`config.mk`:
```
export PLATFORM = sky130hd
export DESIGN_NAME = nonpreemptive_fcfs_lcfs_scheduler
export DESIGN_NICKNAME = d
export VERILOG_FILES = /design/src/sv/nflsched_pkg.sv /design/src/sv/nflsched_ram.sv /design/src/sv/nflsched_dp.sv /design/src/sv/nflsched_ctrl.sv /design/src/sv/nonpreemptive_fcfs_lcfs_scheduler.sv
export SDC_FILE = /design/constraint.sdc
export NUM_CORES = 2
export LEC_CHECK = 0
export BUFFER_PORTS_ARGS = -buffer_cell sky130_fd_sc_hd__buf_2
export CAP_MARGIN = 20
export CORE_AREA = 2 2 418 420
export CTS_BUF_LIST = sky130_fd_sc_hd__clkbuf_8
export CTS_CLUSTER_SIZE = 16
export DETAILED_ROUTE_END_ITERATION = 10
export DIE_AREA = 0 0 420 422
export GPL_ROUTABILITY_DRIVEN = 0
export PLACE_DENSITY_LB_ADDON = 0.1
export SETUP_SLACK_MARGIN = 0.05
export SYNTH_ARGS = -nofsm -noshare
export SYNTH_HDL_FRONTEND = slang
export SYNTH_HIERARCHICAL = 1
export SYNTH_SLANG_ARGS = --single-unit
```
`constraint.sdc`:
```
create_clock -name clk_i -period 7.8 [get_ports clk_i]
set_input_delay 0.39 -clock clk_i [delete_from_list [all_inputs] [get_ports clk_i]]
set_output_delay 0.39 -clock clk_i [all_outputs]
set_load 0.02 [all_outputs]
```
`src/sv/nflsched_pkg.sv`:
```
package nflsched_pkg;

  localparam int unsigned MAX_JOBS = 32;
  localparam int unsigned IDX_W    = $clog2(MAX_JOBS);
  localparam int unsigned CNT_W    = $clog2(MAX_JOBS + 1);

  localparam int unsigned ID_W   = 10;
  localparam int unsigned HALF_W = 16;
  localparam int unsigned TIME_W = 23;
  localparam int unsigned JOB_W  = ID_W + 2 * HALF_W;

  localparam int unsigned IN_TDATA_W  = 48;
  localparam int unsigned OUT_TDATA_W = 136;

  localparam logic POL_FCFS = 1'b0;
  localparam logic POL_LCFS = 1'b1;

  // commands from the controller to the datapath
  typedef struct packed {
    logic load;       // write the incoming job
    logic idx_clr;    // index back to zero
    logic idx_inc;    // index step
    logic scan;       // issue a table read for the lcfs scan
    logic fcfs_run;   // start the job at the index
    logic lcfs_pick;  // start the chosen job
    logic out_load;   // fill the result register
    logic clear;      // empty the set
  } dp_cmd_t;

  // status from the datapath to the controller
  typedef struct packed {
    logic policy;
    logic idx_last;
    logic sched_last;
    logic out_free;
    logic count_nz;
  } dp_stat_t;

endpackage

```
`src/sv/nflsched_ram.sv`:
```
module nflsched_ram #(
  parameter int unsigned WIDTH = 8,
  parameter int unsigned DEPTH = 32
) (
  input  logic                     clk_i,
  input  logic                     we_i,
  input  logic [$clog2(DEPTH)-1:0] waddr_i,
  input  logic [WIDTH-1:0]         wdata_i,
  input  logic [$clog2(DEPTH)-1:0] raddr_i,
  output logic [WIDTH-1:0]         rdata_o
);

  logic [WIDTH-1:0] mem_q [DEPTH];
  logic [WIDTH-1:0] rdata_q;

  always_ff @(posedge clk_i) begin
    if (we_i) begin
      mem_q[waddr_i] <= wdata_i;
    end
    rdata_q <= mem_q[raddr_i];
  end

  assign rdata_o = rdata_q;

endmodule

```
`src/sv/nflsched_dp.sv`:
```
module nflsched_dp
  import nflsched_pkg::*;
(
  input  logic              clk_i,
  input  logic              rst_ni,
  input  dp_cmd_t           cmd_i,
  output dp_stat_t          stat_o,
  input  logic              cfg_we_i,
  input  logic              cfg_wdata_i,
  input  logic [ID_W-1:0]   in_id_i,
  input  logic [HALF_W-1:0] in_arr_i,
  input  logic [HALF_W-1:0] in_len_i,
  output logic              out_valid_o,
  input  logic              out_ready_i,
  output logic [ID_W-1:0]   out_id_o,
  output logic [HALF_W-1:0] out_arr_o,
  output logic [HALF_W-1:0] out_len_o,
  output logic [TIME_W-1:0] out_start_o,
  output logic [TIME_W-1:0] out_finish_o,
  output logic [TIME_W-1:0] out_wait_o,
  output logic [TIME_W-1:0] out_turn_o,
  output logic              out_last_o
);

  logic                policy_q;
  logic [CNT_W-1:0]    count_q, count_d;
  logic [IDX_W-1:0]    idx_q, idx_d;
  logic [CNT_W-1:0]    sched_q, sched_d;
  logic [TIME_W-1:0]   clock_q, clock_d;
  logic [MAX_JOBS-1:0] done_q, done_d;
  logic                chk_q;
  logic [IDX_W-1:0]    chk_idx_q;

  logic                best_found_q, best_found_d;
  logic [IDX_W-1:0]    best_idx_q, best_idx_d;
  logic [HALF_W-1:0]   best_arr_q, best_arr_d;
  logic [HALF_W-1:0]   best_len_q, best_len_d;
  logic                first_found_q, first_found_d;
  logic [IDX_W-1:0]    first_idx_q, first_idx_d;
  logic [HALF_W-1:0]   first_arr_q, first_arr_d;
  logic [HALF_W-1:0]   first_len_q, first_len_d;

  logic                out_valid_q;
  logic [ID_W-1:0]     out_id_q;
  logic [HALF_W-1:0]   out_arr_q, out_len_q;
  logic [TIME_W-1:0]   out_start_q, out_finish_q, out_wait_q, out_turn_q;
  logic                out_last_q;

  logic [JOB_W-1:0]    job_rd;
  logic [TIME_W-1:0]   st_rd;
  logic [ID_W-1:0]     rd_id;
  logic [HALF_W-1:0]   rd_arr, rd_len;
  logic [TIME_W-1:0]   rd_arr_t;
  logic                table_open;
  logic                idx_last;

  logic [TIME_W-1:0]   fcfs_start;
  logic [IDX_W-1:0]    pick_idx;
  logic [HALF_W-1:0]   pick_len;
  logic [TIME_W-1:0]   pick_start;
  logic [TIME_W-1:0]   run_start;
  logic [HALF_W-1:0]   run_len;
  logic [IDX_W-1:0]    st_waddr;
  logic                st_we;

  logic                chk_undone, take_best, take_first;
  logic [TIME_W-1:0]   res_fin;

  assign table_open = count_q < CNT_W'(MAX_JOBS);
  assign idx_last   = CNT_W'(idx_q) == (count_q - CNT_W'(1));

  nflsched_ram #(
    .WIDTH(JOB_W),
    .DEPTH(MAX_JOBS)
  ) u_job_ram (
    .clk_i  (clk_i),
    .we_i   (cmd_i.load && table_open),
    .waddr_i(count_q[IDX_W-1:0]),
    .wdata_i({in_len_i, in_arr_i, in_id_i}),
    .raddr_i(idx_q),
    .rdata_o(job_rd)
  );

  nflsched_ram #(
    .WIDTH(TIME_W),
    .DEPTH(MAX_JOBS)
  ) u_start_ram (
    .clk_i  (clk_i),
    .we_i   (st_we),
    .waddr_i(st_waddr),
    .wdata_i(run_start),
    .raddr_i(idx_q),
    .rdata_o(st_rd)
  );

  assign rd_id    = job_rd[ID_W-1:0];
  assign rd_arr   = job_rd[ID_W +: HALF_W];
  assign rd_len   = job_rd[ID_W+HALF_W +: HALF_W];
  assign rd_arr_t = {{(TIME_W-HALF_W){1'b0}}, rd_arr};

  // fcfs: the job starts at the later of clock and arrival
  assign fcfs_start = (clock_q < rd_arr_t) ? rd_arr_t : clock_q;

  // lcfs: nothing arrived yet means the clock jumps to the first undone job
  assign pick_idx   = best_found_q ? best_idx_q : first_idx_q;
  assign pick_len   = best_found_q ? best_len_q : first_len_q;
  assign pick_start = best_found_q ? clock_q : {{(TIME_W-HALF_W){1'b0}}, first_arr_q};

  assign run_start = cmd_i.fcfs_run ? fcfs_start : pick_start;
  assign run_len   = cmd_i.fcfs_run ? rd_len : pick_len;
  assign st_we     = cmd_i.fcfs_run || cmd_i.lcfs_pick;
  assign st_waddr  = cmd_i.fcfs_run ? idx_q : pick_idx;

  // ties keep the earlier entry since the compare is strict
  assign chk_undone = !done_q[chk_idx_q];
  assign take_best  = chk_q && chk_undone && (rd_arr_t <= clock_q) &&
                      (!best_found_q || (rd_arr > best_arr_q));
  assign take_first = chk_q && chk_undone && !first_found_q;

  assign res_fin = st_rd + TIME_W'(rd_len);

  always_comb begin
    count_d       = count_q;
    idx_d         = idx_q;
    sched_d       = sched_q;
    clock_d       = clock_q;
    done_d        = done_q;
    best_found_d  = best_found_q;
    best_idx_d    = best_idx_q;
    best_arr_d    = best_arr_q;
    best_len_d    = best_len_q;
    first_found_d = first_found_q;
    first_idx_d   = first_idx_q;
    first_arr_d   = first_arr_q;
    first_len_d   = first_len_q;

    if (cmd_i.load && table_open) begin
      count_d = count_q + CNT_W'(1);
    end
    if (cmd_i.idx_clr) begin
      idx_d = '0;
    end else if (cmd_i.idx_inc || cmd_i.scan) begin
      idx_d = idx_q + IDX_W'(1);
    end
    if (take_best) begin
      best_found_d = 1'b1;
      best_idx_d   = chk_idx_q;
      best_arr_d   = rd_arr;
      best_len_d   = rd_len;
    end
    if (take_first) begin
      first_found_d = 1'b1;
      first_idx_d   = chk_idx_q;
      first_arr_d   = rd_arr;
      first_len_d   = rd_len;
    end
    if (st_we) begin
      clock_d = run_start + TIME_W'(run_len);
    end
    if (cmd_i.lcfs_pick) begin
      done_d[pick_idx] = 1'b1;
      sched_d          = sched_q + CNT_W'(1);
      best_found_d     = 1'b0;
      first_found_d    = 1'b0;
    end
    if (cmd_i.clear) begin
      count_d       = '0;
      idx_d         = '0;
      sched_d       = '0;
      clock_d       = '0;
      done_d        = '0;
      best_found_d  = 1'b0;
      first_found_d = 1'b0;
    end
  end

  always_ff @(posedge clk_i or negedge rst_ni) begin
    if (!rst_ni) begin
      policy_q      <= POL_FCFS;
      count_q       <= '0;
      idx_q         <= '0;
      sched_q       <= '0;
      clock_q       <= '0;
      done_q        <= '0;
      chk_q         <= 1'b0;
      best_found_q  <= 1'b0;
      first_found_q <= 1'b0;
      out_valid_q   <= 1'b0;
    end else begin
      if (cfg_we_i) begin
        policy_q <= cfg_wdata_i;
      end
      count_q       <= count_d;
      idx_q         <= idx_d;
      sched_q       <= sched_d;
      clock_q       <= clock_d;
      done_q        <= done_d;
      chk_q         <= cmd_i.scan;
      best_found_q  <= best_found_d;
      first_found_q <= first_found_d;
      if (cmd_i.out_load) begin
        out_valid_q <= 1'b1;
      end else if (out_ready_i) begin
        out_valid_q <= 1'b0;
      end
    end
  end

  always_ff @(posedge clk_i) begin
    chk_idx_q   <= idx_q;
    best_idx_q  <= best_idx_d;
    best_arr_q  <= best_arr_d;
    best_len_q  <= best_len_d;
    first_idx_q <= first_idx_d;
    first_arr_q <= first_arr_d;
    first_len_q <= first_len_d;
    if (cmd_i.out_load) begin
      out_id_q     <= rd_id;
      out_arr_q    <= rd_arr;
      out_len_q    <= rd_len;
      out_start_q  <= st_rd;
      out_finish_q <= res_fin;
      out_wait_q   <= st_rd - rd_arr_t;
      out_turn_q   <= res_fin - rd_arr_t;
      out_last_q   <= idx_last;
    end
  end

  assign stat_o.policy     = policy_q;
  assign stat_o.idx_last   = idx_last;
  assign stat_o.sched_last = sched_q == (count_q - CNT_W'(1));
  assign stat_o.out_free   = !out_valid_q || out_ready_i;
  assign stat_o.count_nz   = count_q != '0;

  assign out_valid_o  = out_valid_q;
  assign out_id_o     = out_id_q;
  assign out_arr_o    = out_arr_q;
  assign out_len_o    = out_len_q;
  assign out_start_o  = out_start_q;
  assign out_finish_o = out_finish_q;
  assign out_wait_o   = out_wait_q;
  assign out_turn_o   = out_turn_q;
  assign out_last_o   = out_last_q;

endmodule

```
`src/sv/nflsched_ctrl.sv`:
```
module nflsched_ctrl
  import nflsched_pkg::*;
(
  input  logic     clk_i,
  input  logic     rst_ni,
  input  logic     in_valid_i,
  input  logic     in_last_i,
  output logic     in_ready_o,
  input  dp_stat_t stat_i,
  output dp_cmd_t  cmd_o
);

  localparam logic [2:0] S_LOAD   = 3'd0;
  localparam logic [2:0] S_F_RD   = 3'd1;
  localparam logic [2:0] S_F_RUN  = 3'd2;
  localparam logic [2:0] S_L_SCAN = 3'd3;
  localparam logic [2:0] S_L_LAST = 3'd4;
  localparam logic [2:0] S_L_PICK = 3'd5;
  localparam logic [2:0] S_O_RD   = 3'd6;
  localparam logic [2:0] S_O_LD   = 3'd7;

  logic [2:0] state_q, state_d;

  always_comb begin
    state_d    = state_q;
    cmd_o      = '0;
    in_ready_o = 1'b0;
    unique case (state_q)
      S_LOAD: begin
        in_ready_o = 1'b1;
        if (in_valid_i) begin
          cmd_o.load = 1'b1;
          if (in_last_i) begin
            cmd_o.idx_clr = 1'b1;
            state_d = (stat_i.policy == POL_LCFS) ? S_L_SCAN : S_F_RD;
          end
        end
      end
      S_F_RD: begin
        state_d = S_F_RUN;
      end
      S_F_RUN: begin
        cmd_o.fcfs_run = 1'b1;
        if (stat_i.idx_last) begin
          cmd_o.idx_clr = 1'b1;
          state_d = S_O_RD;
        end else begin
          cmd_o.idx_inc = 1'b1;
          state_d = S_F_RD;
        end
      end
      S_L_SCAN: begin
        cmd_o.scan = 1'b1;
        if (stat_i.idx_last) begin
          state_d = S_L_LAST;
        end
      end
      // read data of the last entry is checked here
      S_L_LAST: begin
        state_d = S_L_PICK;
      end
      S_L_PICK: begin
        cmd_o.lcfs_pick = 1'b1;
        cmd_o.idx_clr   = 1'b1;
        state_d = stat_i.sched_last ? S_O_RD : S_L_SCAN;
      end
      S_O_RD: begin
        state_d = S_O_LD;
      end
      S_O_LD: begin
        if (stat_i.out_free) begin
          cmd_o.out_load = 1'b1;
          if (stat_i.idx_last) begin
            cmd_o.clear = 1'b1;
            state_d = S_LOAD;
          end else begin
            cmd_o.idx_inc = 1'b1;
            state_d = S_O_RD;
          end
        end
      end
      default: begin
        state_d = S_LOAD;
      end
    endcase
  end

  always_ff @(posedge clk_i or negedge rst_ni) begin
    if (!rst_ni) begin
      state_q <= S_LOAD;
    end else begin
      state_q <= state_d;
    end
  end

endmodule

```
`src/sv/nonpreemptive_fcfs_lcfs_scheduler.sv`:
```
// channel   direction  handshake                    payload
// s_axis    in         s_axis_tvalid/s_axis_tready  job id, arrival, run length; tlast = last job
// m_axis    out        m_axis_tvalid/m_axis_tready  job, start, finish, wait, turnaround; tlast
// cfg       in         cfg_we_i                     policy mode (0 fcfs, 1 lcfs)
//
// loading takes one request per cycle; the set is then scheduled, fcfs reading and starting
// each job in turn, lcfs bound by one table read port scanning all entries per pick
// results leave one at a time: a table read, then the output load, delayed by m_axis stalls
// s_axis_tready is low from the last job until the last result enters the output register
// async active-low reset clears control state; tables need no clearing pass
module nonpreemptive_fcfs_lcfs_scheduler
  import nflsched_pkg::*;
(
  input  logic                   clk_i,
  input  logic                   rst_ni,
  input  logic                   cfg_we_i,
  input  logic                   cfg_wdata_i,
  input  logic                   s_axis_tvalid,
  output logic                   s_axis_tready,
  // job_id[9:0], arrival_time[25:10], run_length[41:26], zero fill
  input  logic [IN_TDATA_W-1:0]  s_axis_tdata,
  input  logic                   s_axis_tlast,
  output logic                   m_axis_tvalid,
  input  logic                   m_axis_tready,
  // out_job_id[9:0], out_arrival[25:10], out_length[41:26], start_time[64:42],
  // finish_time[87:65], wait_time[110:88], turnaround_time[133:111], zero fill
  output logic [OUT_TDATA_W-1:0] m_axis_tdata,
  output logic                   m_axis_tlast
);

  localparam int unsigned OUT_USED_W = JOB_W + 4 * TIME_W;

  dp_cmd_t  cmd;
  dp_stat_t stat;

  logic [ID_W-1:0]   out_id;
  logic [HALF_W-1:0] out_arr, out_len;
  logic [TIME_W-1:0] out_start, out_finish, out_wait, out_turn;

  nflsched_ctrl u_ctrl (
    .clk_i     (clk_i),
    .rst_ni    (rst_ni),
    .in_valid_i(s_axis_tvalid),
    .in_last_i (s_axis_tlast),
    .in_ready_o(s_axis_tready),
    .stat_i    (stat),
    .cmd_o     (cmd)
  );

  nflsched_dp u_dp (
    .clk_i       (clk_i),
    .rst_ni      (rst_ni),
    .cmd_i       (cmd),
    .stat_o      (stat),
    .cfg_we_i    (cfg_we_i),
    .cfg_wdata_i (cfg_wdata_i),
    .in_id_i     (s_axis_tdata[ID_W-1:0]),
    .in_arr_i    (s_axis_tdata[ID_W +: HALF_W]),
    .in_len_i    (s_axis_tdata[ID_W+HALF_W +: HALF_W]),
    .out_valid_o (m_axis_tvalid),
    .out_ready_i (m_axis_tready),
    .out_id_o    (out_id),
    .out_arr_o   (out_arr),
    .out_len_o   (out_len),
    .out_start_o (out_start),
    .out_finish_o(out_finish),
    .out_wait_o  (out_wait),
    .out_turn_o  (out_turn),
    .out_last_o  (m_axis_tlast)
  );

  assign m_axis_tdata = {{(OUT_TDATA_W-OUT_USED_W){1'b0}}, out_turn, out_wait, out_finish,
                         out_start, out_len, out_arr, out_id};

  // a result only overwrites the output register once it has been taken
  assert property (@(posedge clk_i) disable iff (!rst_ni)
    cmd.out_load |-> stat.out_free)
    else $error("result register overwritten while full");

  // scheduling never starts on an empty set
  assert property (@(posedge clk_i) disable iff (!rst_ni)
    (s_axis_tvalid && s_axis_tready && s_axis_tlast) |=> stat.count_nz)
    else $error("scheduling started with no jobs");

  // output valid only rises from a result load
  assert property (@(posedge clk_i) disable iff (!rst_ni)
    $rose(m_axis_tvalid) |-> $past(cmd.out_load))
    else $error("output valid without a result load");

endmodule
```
After elaboration in Yosys (flattened, before gate mapping)
Memories as Yosys holds them, arrays and structs flattened. A register that Yosys moved wholly into a read port is not among the register bits.
Index checks and enable logic that the tools add are counted.

storage, ports and cells
  register bits = 294
  bits in latches = 0
  RAM bits = 2,080
  bits in read-only memories = 0
  bits of input ports = 55
  memories kept = 2

operators by class
  add/subtract/negate cells = 8
  multiply operators = 0
  divide/modulo/power cells = 0
  order comparisons = 7
  equal/unequal tests = 13
  shifts and indexed selects = 0
  multiplexer cells = 57
  bitwise operators = 1
  reduce and logical (&&, ||, !) cells = 23

memories
  name                    depth  width  read ports  clocked after Yosys merged registers in  wr ports  RTL line            text
  u_dp.u_job_ram.mem_q    32     42     1           1                                        1         nflsched_ram.sv:13  logic [WIDTH-1:0] mem_q [DEPTH];
  u_dp.u_start_ram.mem_q  32     23     1           1                                        1         nflsched_ram.sv:13

operator list
  operator               count
  $mux W23               5
  $mux W32               2
  $add A23 B16 Y23       2
  $sub A23 B16 Y23       2
  $mux W16               2
  $or A32 B32 Y32        1
  $mux W5                5
  $mux W6                4
  $pmux W3 S8            1
  $le A16 B23 Y1         1
  $lt A23 B16 Y1         1
  $mux W1                23
  $mux W3                7
  $gt A16 B16 Y1         1
  $add A6 B1 Y6 const B  2
  $eq A3 B3 Y1 const B   4
  $lt A5 B6 Y1 const B   2
  $reduce_bool A3 Y1     3
  $mux W2                4
  $reduce_bool A2 Y1     4
  $eq A3 B2 Y1 const B   2
  $eq A5 B6 Y1           1
  $eq A6 B6 Y1           1
  $logic_and A1 B1 Y1    6
  other kinds (15)       23

Depth between registers and ports, before layout
  depth in word-level cells = 9
  mapped depth = 25
  depth with buffers taken out = 24

By module
Netlist, hierarchy kept.

modules (own cells, without submodules)
  module                             instances  cells an instance  area an instance (sq um)  seq. area each (sq um)
  nflsched_ram at u_dp.u_job_ram     1          2,953              53,202.3                  41,199.5
  nflsched_ram at u_dp.u_start_ram   1          1,619              29,243.0                  22,561.6
  nflsched_dp                        1          1,336              15,199.6                  8,303.0
  nflsched_ctrl                      1          36                 311.5                     75.1
  nonpreemptive_fcfs_lcfs_scheduler  1          3                  18.8                      0.0

Least setup slack after synthesis
OpenSTA, ideal clock, no wires.

  kind = reg-to-reg
  start = reg u_dp.clock_q[17]
  end = reg u_dp.clock_q[18]
  arrival = 5.658 ns
  setup slack = 2.071 ns
  cell stages (with the launch flop) = 23
  path buffers = 1
  cell sequence = dfrtp_1 > or4_4 > nor4_4 > o211ai_2 > and2_1 > buf_6 > nor2_1 > mux2i_1 > a21oi_1 > ha_1 > inv_1 > fa_1 > nor2b_1 > o21ai_0 > nand2b_1 > and3_1 > mux2i_1 > a211oi_2 > o211ai_1 > a21oi_1 > nor2_1 > or4_1 > nand3_1

on the way
  word-level cells in the longest chain between the ends = 6
  elaborated cells between the ends (all ways) = 7
  those cells by class = 1 x add/sub; 1 x order compare; 5 x mux

ends and longest elaborated chain
  what                      RTL line            text
  start: declaration        nflsched_dp.sv:29   logic [TIME_W-1:0] clock_q, clock_d;
  start signal: assignment  nflsched_dp.sv:196  clock_q <= clock_d;
  $lt A23 B16 Y1            nflsched_dp.sv:102  assign fcfs_start = (clock_q < rd_arr_t) ? rd_arr_t : clock_q;
  $mux W23                  nflsched_dp.sv:102
  $mux W23                  nflsched_dp.sv:109  assign run_start = cmd_i.fcfs_run ? fcfs_start : pick_start;
  net u_dp.run_start[0]     nflsched_dp.sv:61   logic [TIME_W-1:0] run_start;
  $add A23 B16 Y23          nflsched_dp.sv:158  clock_d = run_start + TIME_W'(run_len);
  $mux W23                  nflsched_dp.sv:157  if (st_we) begin
  $mux W23                  nflsched_dp.sv:166  if (cmd_i.clear) begin

The timed path passes the listed nets, and every way through them passes these cells. The select of a mux whose other input is x is not followed.
A chain may end at the register's enable or synchronous reset.

Final worst setup path
  start = reg u_dp.clock_q[17]
  end = reg u_dp.clock_q[22]

Same word-level chain as after synthesis.

==> run metrics <==
cell breakdown of the critical path or4_4 > nor4_4 > o211ai_2 > and2_1 > nor2_1 > nand2_1 > nand2_1 > o221ai_2 > buf_4 > ha_1 > a21o_1 > a21o_1 > a21oi_1 > nand2_1 > o211ai_1 > a21oi_1 > o21ai_0 > o211ai_1 > o211ai_1; core area 172900 µm²; width of the die 420 µm; Max FO, Critical Path 33; grt total ovfl 0; synthesized area ~98000 µm²; Synth Instances 5946; routed wire length between 200000 and 250000 µm; Slowest-stage cell, CP or4_4; # setup viols final 0; synthesized area per cell 16.48 µm²; M1 WL 99170 µm; H-tree levels 5; Rel. slew slack roughly 13%; CTS Buf Count 397; # rows 153; height of the die 422 µm; DRT Pass-1 Iters 6; final hold vios 0; share of cells above drive strength 1 13.72%; Routed Antenna Nets 0; clk sinks roughly 2400; multi-input logic area 24110 µm²; final clock skew 0.07242 ns; status finished, final reports clean; HP Class in2async; CP delay by family, top simple AND/OR/NAND/NOR gates; Die Footprint 177200 µm²; Vias/cell 5.987; Worst-Skew Late Latency 1.09 ns; # IOs 194; crit end category flip-flop; Port-buffer cells between 150 and 200; Top Metal Used met5; drt wl/cell 26.63 µm; initial antenna violation count 14; CP Launch Type flip-flop; Max VDD drop 541.3 µV; Via Count 54100; largest net degree at the start of global routing 149; gr usage total a little over a quarter; max-cap violations 0; Required @ worst endpoint 8.74 ns; Area Overhead vs Synth 11.44%; Power Density 398.9 nW/µm²; worst slew pin tran 1.306 ns; Final Cycle Share 79.89%; number of global-route vias before repair 53320; CTS root buf clkbuf_8; reg2reg start u_dp/clock_q[17]$_DFFE_PN0P_; RSZ-0062 raised after global routing false; met3 WL roughly 14000 µm; metal2 WL 120300 µm; HPWL Detailed 126900 µm; Seq. cell area 72140 µm²; initial core utilization a little under three fifths; Max Slew Vio Count 0; minimum clock period 6.231 ns; total power about 0.044 W; setup_tns 0 ns; CP bufs+invs 1; NumNets Final 6562; Crit Path Category reg2reg; first-pass GRT wire length 349900 µm; Arrival @ worst endpoint roughly 7.2 ns; Crit. Startpoint u_dp/clock_q[17]$_DFFE_PN0P_; 1st-iter DRT viols 4717; Fillers 12480; slowest stage delay, CP roughly 0.61 ns; Ys Warns 6; leakage 39.27 nW; Max Root-Sink Buffers 4; Fmax ~0.16 GHz; Reg clk slew, reported paths 0.06 ns; post-cts sizing count 0; residual DRC count 0; CTS tree done
[report_power, final]
part / internal, W / switching (W)
registers: 0.0167 / 0.000789
clock network: 0.00514 / 0.00483
logic: 0.00566 / 0.0104
total: 0.0275 / 0.0160
[registers in the layout (all words and copies together) (netlist names), 32 cells and up]
| name | cells |
|---|---|
| u_dp/u_job_ram/mem_q | 1344 |
| u_dp/u_job_ram/rdata_o | 42 |
| u_dp/u_start_ram/mem_q | 736 |
| u_dp/done_q | 32 |
[layout by cell type, fill, tap and decap left out, types with 20 or more instances in the layout]
cell type	n
xnor2_1	50
nor3_1	93
dfxtp_1	70
buf_2	185
mux2i_1	1068
nor2_4	52
nand2_1	270
o21ai_0	78
nor2_1	139
a31oi_1	70
xor2_1	45
a22o_1	134
dlygate4sd3_1	50
nor2b_1	25
a22oi_1	220
nand4_1	36
dfrtp_1	78
clkinv_2	33
a21oi_1	267
clkbuf_8	424
clkinv_1	77
inv_1	247
ha_1	101
nor2_2	20
nand3_1	202
buf_4	116
edfxtp_1	2289
[tightest hold or removal path: stages]
cell           delay, ns
dlygate4sd3_1       0.53
buf_4               0.12
buf_4               0.64
[cell type report]
type                       instances  area share, %
sequential                      2439          66.08
tap                             2325          2.665
inverter                          88         0.3026
antenna                            5        0.01146
timing repair buffer             365          2.363
multi-input combinational       3111          22.09
clock inverter                   279          1.140
clock buffer                     424          5.345
[layer usage]
| layer | track usage (%) | vias up |
|---|---|---|
| met1 | 35.85 | 27680 |
| met3 | 4.412 | 391 |
| li1 | - | 24180 |
| met2 | 45.46 | 1834 |
| met5 | 0 | - |
| met4 | 8.717 | 12 |
[what timing repair did]
item | 4_1_cts | 5_1_grt
setup buffers | 0 | 0
endpoints found under the setup margin | 0 | 0
endpoints found under the hold margin | 1435 | 0
hold buffers | 50 | 0
[final timing paths]
path	to	slack [ns]	cells past startpoint
max in group asynchronous	u_dp/idx_q[0]$_DFFE_PN0P_	6.55	3
min in group clk_i	u_dp/policy_q$_DFFE_PN0P_	0.14	3
setup / recovery	u_dp/clock_q[22]$_DFFE_PN0P_	1.57	19
hold / removal	u_dp/count_q[5]$_DFFE_PN0P_	0.09	3
hold reg to reg	u_dp/out_id_o[0]$_DFFE_PP_	0.40	0
setup reg to reg	u_dp/clock_q[22]$_DFFE_PN0P_	1.57	19
[through the flow]
step,hold WS [ns],utilization [%],instance area (µm²),worst slack [ns],std cells
detailed placement,0.2888,58.75,101600,1.658,8276
finish,0.09326,63.15,109200,1.569,9036
CTS,0.03106,63.14,109100,1.636,9029
global route,0.1028,63.15,109200,1.095,9032
global placement,0.2863,58.69,101500,1.811,8271
floorplan,0.09441,-,97970,2.071,5947
Note: power is estimated with default switching activity, not from simulation.
